### src/hdl/spt_pkg.sv
// spt_pkg: codes, fixed field widths and the command/status structs
// shared by the sorted priority table controller, datapath and top level.
// No dependencies.
package spt_pkg;

    localparam int RANK_W      = 6;
    localparam int OP_W        = 2;
    localparam int STATUS_W    = 2;
    localparam int COUNT_OUT_W = 7;

    localparam logic [OP_W-1:0] OP_INSERT = 2'd0;
    localparam logic [OP_W-1:0] OP_READ   = 2'd1;
    localparam logic [OP_W-1:0] OP_CLEAR  = 2'd2;

    localparam logic [STATUS_W-1:0] ST_OK    = 2'd0;
    localparam logic [STATUS_W-1:0] ST_FULL  = 2'd1;
    localparam logic [STATUS_W-1:0] ST_RANGE = 2'd2;

    // controller to datapath
    typedef struct packed {
        logic load;      // latch the input word, index starts at the fill count
        logic rd_rank;   // read the entry at the requested rank
        logic rd_prev;   // read the entry just below the index
        logic place;     // write the new entry at the index
        logic shift;     // move the entry read up to the index, step index down
        logic finish;    // commit counts and load the result register
    } spt_cmd_t;

    // datapath to controller
    typedef struct packed {
        logic [OP_W-1:0] op;
        logic            full;
        logic            rank_ok;
        logic            idx_zero;
        logic            key_le;
        logic            out_free;
    } spt_sts_t;

endpackage

### src/hdl/spt_ctrl.sv
// spt_ctrl: sequencer for one word at a time: dispatch, insertion walk,
// rank read and result hand-off. Depends on spt_pkg.
module spt_ctrl
    import spt_pkg::*;
(
    input  logic     clk,
    input  logic     rst_n,
    input  logic     in_valid,
    output logic     in_ready,
    input  spt_sts_t sts,
    output spt_cmd_t cmd
);

    typedef enum logic [2:0] {
        S_IDLE,
        S_DISPATCH,
        S_INS_TEST,
        S_INS_CMP,
        S_RD_WAIT,
        S_FINISH
    } state_t;

    state_t state_reg;
    state_t state_next;

    always_comb
    begin
        state_next = state_reg;
        cmd        = '0;
        in_ready   = 1'b0;
        unique case (state_reg)
            S_IDLE:
            begin
                in_ready = 1'b1;
                if (in_valid)
                begin
                    cmd.load   = 1'b1;
                    state_next = S_DISPATCH;
                end
            end
            S_DISPATCH:
            begin
                unique case (sts.op)
                    OP_INSERT:
                        state_next = sts.full ? S_FINISH : S_INS_TEST;
                    OP_READ:
                    begin
                        if (sts.rank_ok)
                        begin
                            cmd.rd_rank = 1'b1;
                            state_next  = S_RD_WAIT;
                        end
                        else
                        begin
                            state_next = S_FINISH;
                        end
                    end
                    default:
                        state_next = S_FINISH;
                endcase
            end
            S_INS_TEST:
            begin
                // bottom reached: the new entry goes to rank 0
                if (sts.idx_zero)
                begin
                    cmd.place  = 1'b1;
                    state_next = S_FINISH;
                end
                else
                begin
                    cmd.rd_prev = 1'b1;
                    state_next  = S_INS_CMP;
                end
            end
            S_INS_CMP:
            begin
                // equal keys stay below the new entry, keeping arrival order
                if (sts.key_le)
                begin
                    cmd.place  = 1'b1;
                    state_next = S_FINISH;
                end
                else
                begin
                    cmd.shift  = 1'b1;
                    state_next = S_INS_TEST;
                end
            end
            S_RD_WAIT:
                state_next = S_FINISH;
            S_FINISH:
            begin
                if (sts.out_free)
                begin
                    cmd.finish = 1'b1;
                    state_next = S_IDLE;
                end
            end
            default:
                state_next = S_IDLE;
        endcase
    end

    always_ff @(posedge clk or negedge rst_n)
    begin
        if (!rst_n)
        begin
            state_reg <= S_IDLE;
        end
        else
        begin
            state_reg <= state_next;
        end
    end

endmodule

### src/hdl/spt_datapath.sv
// spt_datapath: entry memory, input word latch, walk index, fill count,
// batch error flag and the result register. Depends on spt_pkg.
module spt_datapath
    import spt_pkg::*;
#(
    parameter int CAPACITY    = 64,
    parameter int KEY_WIDTH   = 16,
    parameter int IDENT_WIDTH = 16
)
(
    input  logic                   clk,
    input  logic                   rst_n,
    input  spt_cmd_t               cmd,
    output spt_sts_t               sts,
    input  logic [OP_W-1:0]        op,
    input  logic [KEY_WIDTH-1:0]   entry_health,
    input  logic [IDENT_WIDTH-1:0] entry_ident,
    input  logic [RANK_W-1:0]      rank,
    input  logic                   batch_last,
    output logic                   out_valid,
    input  logic                   out_ready,
    output logic [STATUS_W-1:0]    status,
    output logic [KEY_WIDTH-1:0]   out_health,
    output logic [IDENT_WIDTH-1:0] out_ident,
    output logic [COUNT_OUT_W-1:0] entry_count,
    output logic                   batch_failed
);

    localparam int AW   = (CAPACITY > 1) ? $clog2(CAPACITY) : 1;
    localparam int CW   = $clog2(CAPACITY + 1);
    localparam int CMPW = (CW > RANK_W) ? CW : RANK_W;
    localparam int EW   = KEY_WIDTH + IDENT_WIDTH;
    localparam logic [CW-1:0] CAP_COUNT = CW'(CAPACITY);

    logic [EW-1:0] mem [CAPACITY];

    logic [OP_W-1:0]        op_reg;
    logic [KEY_WIDTH-1:0]   key_reg;
    logic [IDENT_WIDTH-1:0] ident_reg;
    logic [RANK_W-1:0]      rank_reg;
    logic                   last_reg;
    logic [CW-1:0]          idx_reg;
    logic [CW-1:0]          idx_next;
    logic [EW-1:0]          rd_reg;

    logic [CW-1:0]          count_reg;
    logic [CW-1:0]          count_next;
    logic                   berr_reg;
    logic                   berr_next;

    logic                   out_valid_reg;
    logic                   out_valid_next;
    logic [STATUS_W-1:0]    out_status_reg;
    logic [STATUS_W-1:0]    out_status_next;
    logic [KEY_WIDTH-1:0]   out_health_reg;
    logic [KEY_WIDTH-1:0]   out_health_next;
    logic [IDENT_WIDTH-1:0] out_ident_reg;
    logic [IDENT_WIDTH-1:0] out_ident_next;
    logic [COUNT_OUT_W-1:0] out_count_reg;
    logic [COUNT_OUT_W-1:0] out_count_next;
    logic                   out_bf_reg;
    logic                   out_bf_next;

    logic [CMPW-1:0]        rank_ext;
    logic [CMPW-1:0]        count_ext;
    logic [CW-1:0]          idx_dec;
    logic [AW-1:0]          rd_addr;
    logic                   rd_en;
    logic [AW-1:0]          wr_addr;
    logic [EW-1:0]          wr_data;
    logic                   wr_en;
    logic                   full;
    logic                   rank_ok;
    logic                   berr_eff;
    logic [KEY_WIDTH-1:0]   rd_key;
    logic [CW+COUNT_OUT_W-1:0] count_wide;

    assign rank_ext  = CMPW'(rank_reg);
    assign count_ext = CMPW'(count_reg);
    assign rank_ok   = rank_ext < count_ext;
    assign full      = count_reg >= CAP_COUNT;
    assign idx_dec   = idx_reg - CW'(1);
    assign rd_key    = rd_reg[EW-1:IDENT_WIDTH];

    assign sts.op       = op_reg;
    assign sts.full     = full;
    assign sts.rank_ok  = rank_ok;
    assign sts.idx_zero = (idx_reg == '0);
    assign sts.key_le   = rd_key <= key_reg;
    assign sts.out_free = !out_valid_reg || out_ready;

    // memory port selection
    always_comb
    begin
        rd_en   = cmd.rd_rank | cmd.rd_prev;
        rd_addr = cmd.rd_rank ? rank_ext[AW-1:0] : idx_dec[AW-1:0];
        wr_en   = cmd.place | cmd.shift;
        wr_addr = idx_reg[AW-1:0];
        wr_data = cmd.shift ? rd_reg : {key_reg, ident_reg};
    end

    always_ff @(posedge clk)
    begin
        if (wr_en)
        begin
            mem[wr_addr] <= wr_data;
        end
        if (rd_en)
        begin
            rd_reg <= mem[rd_addr];
        end
    end

    always_comb
    begin
        idx_next = idx_reg;
        if (cmd.load)
        begin
            idx_next = count_reg;
        end
        else if (cmd.shift)
        begin
            idx_next = idx_dec;
        end
    end

    // result of the word just worked on
    always_comb
    begin
        count_next      = count_reg;
        berr_next       = berr_reg;
        berr_eff        = berr_reg | full;
        out_status_next = ST_OK;
        out_health_next = '0;
        out_ident_next  = '0;
        out_bf_next     = 1'b0;
        case (op_reg)
            OP_INSERT:
            begin
                if (full)
                begin
                    out_status_next = ST_FULL;
                end
                else
                begin
                    count_next = count_reg + CW'(1);
                end
                if (last_reg)
                begin
                    out_bf_next = berr_eff;
                    berr_next   = 1'b0;
                end
                else
                begin
                    berr_next = berr_eff;
                end
            end
            OP_READ:
            begin
                if (rank_ok)
                begin
                    out_health_next = rd_key;
                    out_ident_next  = rd_reg[IDENT_WIDTH-1:0];
                end
                else
                begin
                    out_status_next = ST_RANGE;
                end
            end
            OP_CLEAR:
                count_next = '0;
            default:
                count_next = count_reg;
        endcase
        count_wide     = {{COUNT_OUT_W{1'b0}}, count_next};
        out_count_next = count_wide[COUNT_OUT_W-1:0];
        if (cmd.finish)
        begin
            out_valid_next = 1'b1;
        end
        else if (out_ready)
        begin
            out_valid_next = 1'b0;
        end
        else
        begin
            out_valid_next = out_valid_reg;
        end
    end

    always_ff @(posedge clk or negedge rst_n)
    begin
        if (!rst_n)
        begin
            count_reg     <= '0;
            berr_reg      <= 1'b0;
            out_valid_reg <= 1'b0;
        end
        else
        begin
            out_valid_reg <= out_valid_next;
            if (cmd.finish)
            begin
                count_reg <= count_next;
                berr_reg  <= berr_next;
            end
        end
    end

    always_ff @(posedge clk)
    begin
        idx_reg <= idx_next;
        if (cmd.load)
        begin
            op_reg    <= op;
            key_reg   <= entry_health;
            ident_reg <= entry_ident;
            rank_reg  <= rank;
            last_reg  <= batch_last;
        end
        if (cmd.finish)
        begin
            out_status_reg <= out_status_next;
            out_health_reg <= out_health_next;
            out_ident_reg  <= out_ident_next;
            out_count_reg  <= out_count_next;
            out_bf_reg     <= out_bf_next;
        end
    end

    assign out_valid    = out_valid_reg;
    assign status       = out_status_reg;
    assign out_health   = out_health_reg;
    assign out_ident    = out_ident_reg;
    assign entry_count  = out_count_reg;
    assign batch_failed = out_bf_reg;

endmodule

### src/hdl/sorted_priority_table.sv
// sorted_priority_table: top level joining the controller and the datapath.
// Depends on spt_pkg, spt_ctrl and spt_datapath.
//
//  channel | handshake            | payload
//  --------+----------------------+-------------------------------------------
//  in      | in_valid / in_ready  | op, entry_health, entry_ident, rank,
//          |                      | batch_last
//  out     | out_valid / out_ready| status, out_health, out_ident,
//          |                      | entry_count, batch_failed
//
// One word is worked on at a time. A read in range passes through dispatch,
// a memory read wait and finish; a clear, a spare op, a read out of range or
// an insert into a full table goes from dispatch straight to finish. An
// insert walks down from the top entry, one read and one compare per step,
// until the new entry lands at its rank or at rank 0. The next word is taken
// no earlier than the cycle after the result loads.
// Reset clears the fill count, the batch flag and the result valid; memory
// contents are not cleared. A stalled result holds in the output register;
// the next word is taken meanwhile and waits to be finished until it frees.
module sorted_priority_table
    import spt_pkg::*;
#(
    parameter int CAPACITY    = 64,
    parameter int KEY_WIDTH   = 16,
    parameter int IDENT_WIDTH = 16
)
(
    input  logic                   clk,
    input  logic                   rst_n,
    input  logic                   in_valid,
    output logic                   in_ready,
    input  logic [OP_W-1:0]        op,
    input  logic [KEY_WIDTH-1:0]   entry_health,
    input  logic [IDENT_WIDTH-1:0] entry_ident,
    input  logic [RANK_W-1:0]      rank,
    input  logic                   batch_last,
    output logic                   out_valid,
    input  logic                   out_ready,
    output logic [STATUS_W-1:0]    status,
    output logic [KEY_WIDTH-1:0]   out_health,
    output logic [IDENT_WIDTH-1:0] out_ident,
    output logic [COUNT_OUT_W-1:0] entry_count,
    output logic                   batch_failed
);

    spt_cmd_t cmd;
    spt_sts_t sts;

    spt_ctrl u_ctrl
    (
        .clk      (clk),
        .rst_n    (rst_n),
        .in_valid (in_valid),
        .in_ready (in_ready),
        .sts      (sts),
        .cmd      (cmd)
    );

    spt_datapath
    #(
        .CAPACITY    (CAPACITY),
        .KEY_WIDTH   (KEY_WIDTH),
        .IDENT_WIDTH (IDENT_WIDTH)
    )
    u_datapath
    (
        .clk          (clk),
        .rst_n        (rst_n),
        .cmd          (cmd),
        .sts          (sts),
        .op           (op),
        .entry_health (entry_health),
        .entry_ident  (entry_ident),
        .rank         (rank),
        .batch_last   (batch_last),
        .out_valid    (out_valid),
        .out_ready    (out_ready),
        .status       (status),
        .out_health   (out_health),
        .out_ident    (out_ident),
        .entry_count  (entry_count),
        .batch_failed (batch_failed)
    );

endmodule
### config.mk
export PLATFORM = sky130hd
export DESIGN_NAME = sorted_priority_table
export DESIGN_NICKNAME = d
export VERILOG_FILES = /design/src/hdl/spt_pkg.sv /design/src/hdl/spt_ctrl.sv /design/src/hdl/spt_datapath.sv /design/src/hdl/sorted_priority_table.sv
export SDC_FILE = /design/constraint.sdc
export NUM_CORES = 2
export LEC_CHECK = 0
export ABC_AREA = 1
export ABC_CLOCK_PERIOD_IN_PS = 9800
export CORE_ASPECT_RATIO = 1.5
export CORE_UTILIZATION = 30
export CTS_CLUSTER_SIZE = 25
export DETAILED_ROUTE_END_ITERATION = 10
export DONT_BUFFER_PORTS = 1
export PLACE_DENSITY = 0.41
export SYNTH_ARGS = -nofsm -noshare
export SYNTH_HDL_FRONTEND = slang
export SYNTH_HIERARCHICAL = 1
export SYNTH_SLANG_ARGS = --single-unit
### constraint.sdc
create_clock -name clk -period 9.8 [get_ports clk]
set_clock_uncertainty 0.1 [all_clocks]
set_input_delay 1.47 -clock clk [delete_from_list [all_inputs] [get_ports clk]]
set_output_delay 1.47 -clock clk [all_outputs]
set_load 0.005 [all_outputs]
# Word-level counts from Yosys, hierarchy flattened
# Memory sizes are Yosys's and may differ from the RTL's. A register that Yosys moved wholly into a read port is not among the register bits.
# Index checks and enable logic that the tools add are counted.
dict set report word_totals {
  reg_bits 102
  latchBits 0
  ram_bits 2048
  mem_bits_ro 0
  input_bits 45
  out_inout_bits 44
  memories 1
}
# name words word_bits read_ports rd_clocked_by_memory_dff wr line
set memory_table {}
lappend memory_table {u_datapath.mem 64 32 1 1 1 spt_datapath.sv:35} ;# logic [EW-1:0] mem [CAPACITY];
dict set report op_classes {
  n_addsub 2
  mul 0
  div_mod_pow 0
  n_lt_le_gt_ge 3
  n_eq_ne 9
  shifts 0
  muxes 37
  bitwise 3
  reduce_logical 11
}
# operator count
set op_table {}
lappend op_table {{32-bit 2-to-1 mux} 1}
lappend op_table {{1-bit 2-to-1 mux} 21}
lappend op_table {{7-bit 2-to-1 mux} 3}
lappend op_table {{3-bit one-hot mux with 6 select lines} 1}
lappend op_table {{16-bit <= comparator} 1}
lappend op_table {{3-bit 2-to-1 mux} 5}
lappend op_table {{7-bit one-hot mux with 2 select lines} 1}
lappend op_table {{2-bit AND reduction} 4}
lappend op_table {{7-bit by 1-bit adder with 7-bit output (second input constant)} 1}
lappend op_table {{7-bit greater-or-equal comparator (second input constant)} 1}
lappend op_table {{7-bit zero test} 1}
lappend op_table {{6-bit by 7-bit less-than comparator with 1-bit output} 1}
lappend op_table {{7-bit by 1-bit subtractor with 7-bit output (second input constant)} 1}
lappend op_table {{3-bit by 2-bit equality test with 1-bit output (second input constant)} 2}
lappend op_table {{3-bit equality test (second input constant)} 2}
lappend op_table {{6-bit 2-to-1 mux} 1}
lappend op_table {{3-bit one-hot mux with 2 select lines} 1}
lappend op_table {{2-bit != test (second input constant)} 2}
lappend op_table {{2-bit one-hot mux with 2 select lines} 1}
lappend op_table {{2-bit nonzero test} 2}
lappend op_table {{3-bit by 1-bit equality test with 1-bit output (second input constant)} 1}
lappend op_table {{3-bit zero test} 1}
lappend op_table {{1-bit OR} 3}
lappend op_table {{2-bit by 1-bit equality test with 1-bit output (second input constant)} 1}
lappend op_table {{other kinds (6)} 6}

# Longest topological paths before layout
dict set report depth {
  ltp_word 6
  ltp_mapped 21
  depth_no_buf 18
}

# Modules after synthesis
# Netlist, hierarchy kept.
# module instances cells_each area_each_um2 seq_area_each_um2
set by_module_without_submodules {}
lappend by_module_without_submodules {spt_datapath 1 9116 95529.1 65387.7}
lappend by_module_without_submodules {spt_ctrl 1 50 270.3 75.1}

# Worst setup path before layout
# No wires, ideal clock.
dict set report synth_path {
  path_kind {reg2reg}
  startpoint {reg u_datapath.rd_reg[19], read port of u_datapath.mem}
  endpoint {mem u_datapath/mem[0][15] (netlist bit) (data pin)}
  arrival_time_ns 4.338
  required_ns 8.998
  slack_ns 4.660
  path_stages_with_launch 13
  cell_sequence {edfxtp_1 ha_1 nand2_1 o21ai_0 a21oi_1 o31ai_1 nand2_1 inv_1 nand4_1 inv_1 inv_1 clkbuf_1 o21ai_0}
}
# item line
set synth_lines {}
lappend synth_lines {{start, declared} spt_datapath.sv:44} ;# logic [EW-1:0] rd_reg;
lappend synth_lines {{end, declared} spt_datapath.sv:35}

==> impl_metrics.ini <==
[global_routing]
gr-total-overflow = 0
grt_pass1_vias = 61500
grt_pass1_wl_mm = 472
grt_usage_pct = 20.3
grt_max_degree = 139
antenna_found_initial = 20

[timing]
slew_viol_final = 0
setup_tns_ns = 0
slew_headroom_pct = 25.7
setup_viol = 0
grt_setup_unrepaired = false
hold_viol = 0
hold_slack_ns = 0.168
max_freq_mhz = 168
tightest_slew_ns = 1.11
fin_ws_ns = 3.85
finalCritPeriodShare_pct = 60.7
min_period_ns = 5.95

[routing]
viasPerCell = 4.76
drc_errors = 0
first_pass_iters = 6
vias = 64100
drt-initial-drc-count = 5320
ant_nets = 0
wl_per_cell_um = 24.7
drt_wl_total_mm = 333

[cts]
cts_hold_buf = 0
cts_root_buffer = clkbuf_16
cts_made_buffers = 220
cts_resized = 0
clk_path_buf_depth = 4
postCtsSetupRepairBufs = 0
cts.sinks = 2182
clk_latency_ns = 0.91
clk_pin_slew_ns = 0.07
tritoncts = done
htreeDepth = 4

[setup_path]
start_kind = flop
crit_path_frequent_cell = nand3_1
cp.arrival_ns = 6.44
crit_chain = inv_1, ha_1, a21oi_1, nand2_1, a21oi_1, nand3_1, nor3_2, buf_4, nand2_8, nand2_8, buf_12, nand2_1, nand3_1, nand3_1, nand3_1, nand3_1, nand3_1, nand2_1
cp.required_ns = 10.29
critical-path-slowest-cell = nand2_8
worst_setup_path_end_kind = flop
path_class = flop to flop
critical-path-max-stage-delay_ns = 0.65
cp_max_fo = 133

[die]
die_w_um = 463
dieHeight_um = 694
dieArea_sq_mm = 0.322
core-area_sq_mm = 0.317
start_util_pct = 30.2
ios = 89
row_count = 253

[status]
outcome = finished clean

[run]
maxCapViolations = 0

[cells_and_area]
fin_nets = 9153
largest_reg_flops = 2048
final_area_sq_mm = 0.108
final_util_pct = 34.0
area_delta_synth_final_pct = 12.7
drive_gt1_share_pct = 6.67
fill_cells = 31800
fin_cells = 13500

[place]
gp_congestion = 0.831
portBuffers = 0
hpwl_mm = 181
dpl_cell_area_sq_mm = 0.101
dp.cells = 13100
pre_cts_slack_ns = 3.91

[logic_synthesis]
synthXorXnorAreaFrac_pct = 0.00914
yosys_warnings = 6
synth_edf_count = 2170
synthCells = 9166
synth.distinct_cells = 33
synthSimpleGateAreaFrac_pct = 20.3
synth.top_cell.area_share_pct = 68.0
syn-num-nets = 9235
ys_seq_area_share_pct = 68.3
yosysTopAreaCell = edfxtp_1
synth_most_common_cell = edfxtp_1
synth_top_family_by_area = simple AND/OR/NAND/NOR gates
synthFlopType = edfxtp_1
synth_commonest_cells = edfxtp_1 (2170), nand3_1 (2128), nand2_1 (2095), inv_1 (1982), buf_2 (309)
synth-seq-cells = 2182
synthTopCellsByArea = edfxtp_1 (68%), nand3_1 (11%), nand2_1 (8.2%), inv_1 (7.8%), buf_2 (1.6%)
async_flop_share_pct = 0.550
avgSynthCellArea_sq_um = 10.5
synth_compound_area_share_pct = 0.447
synth_area_sq_mm = 0.0958
muxShareOfSynthArea_pct = 0
synth-adder-area-share_pct = 0.313

[power]
ir_worst_vdd_v = 0.000266
leakage_nw = 44.4
finalPower_mw = 29.1
p_per_area_mw_per_mm2 = 269

[worst_hold_path]
hold_path_class = primary input to async pin
-- per-layer routing --
layer / GRT usage [%] / vias to the layer above / wire [um]
li1: - / 29600 / -
met1: 26.4 / 32300 / 142000
met2: 35.1 / 1729 / 163000
met3: 2.29 / 449 / 15800
met4: 6.63 / 14 / 11500
met5: 0 / - / 101
-- worst paths after layout --
kind	from	to	slack, ns	cells past startpoint
worst min-delay path	rst_n	u_ctrl/state_reg[1]	0.17	0
worst max register to register	u_datapath/count_ext[2]	u_datapath/rd_reg[16]	3.85	18
min in group clk	u_datapath/berr_reg	u_datapath/berr_reg	0.41	2
worst min register to register	u_datapath/berr_reg	u_datapath/berr_reg	0.41	2
worst max-delay path	u_datapath/count_ext[2]	u_datapath/rd_reg[16]	3.85	18
max in group asynchronous	rst_n	u_datapath/count_ext[0]	9.35	0
-- power by group --
| part | internal [mW] | switching, mW | total, mW |
|---|---|---|---|
| Combinational | 2.08 | 7.18 | 9.26 |
| Sequential | 11.1 | 0.177 | 11.3 |
| Clock | 4.77 | 3.74 | 8.51 |
-- cell type report --
cell class / count / area [sq um] / area share, %
flip-flops and latches: 2182 / 65500 / 60.6
multi-input cells: 4515 / 21100 / 19.5
inverters: 1987 / 7480 / 6.92
clock buffers: 257 / 5690 / 5.27
well taps: 4207 / 5260 / 4.87
repair buffers: 178 / 1640 / 1.52
clock inverters: 143 / 1320 / 1.22
diodes: 11 / 27.5 / 0.0255
-- kinds of logic (layout without fill, tap and decap cells) --
logic type,after synthesis,in the layout
AND/OR/NAND/NOR,4411,4411
buffers and inverters,2469,2565
flip-flops,2182,2182
AO/OA/AOI/OAI,79,79
adder cells (fa/ha/maj),24,24
XOR/XNOR,1,1
other,0,11
-- placed cells by master, fill, tap and decap left out, types with 2 or more instances in the layout --
cell,count
buf_4,154
a21oi_1,15
edfxtp_1,2170
inv_2,6
clkinv_4,3
inv_1,1979
diode_2,11
dfrtp_1,12
o21ai_4,34
nor3_2,2
o21ai_0,23
nor2_4,65
nand3_1,2128
clkinv_2,51
nand2_2,3
ha_1,24
nand2_4,4
nand2_8,4
nor3_1,10
nand2_1,2090
bufinv_16,24
clkinvlp_4,11
clkinv_1,49
nand4_1,8
nor2_1,60
inv_6,4
buf_12,23
clkbuf_16,222
clkbuf_1,35
nand3b_1,33
-- critical path, delay by kind of cell, from the launching register on --
kind,cells,cell delay (ns)
adders and majority gates,1,0.28
buffers and inverters,3,1.03
DFF,1,0.40
AOI/OAI and AO/OA,2,0.42
and+or+nand+nor,12,3.08
No activity file was read; power rests on OpenSTA's default activity.
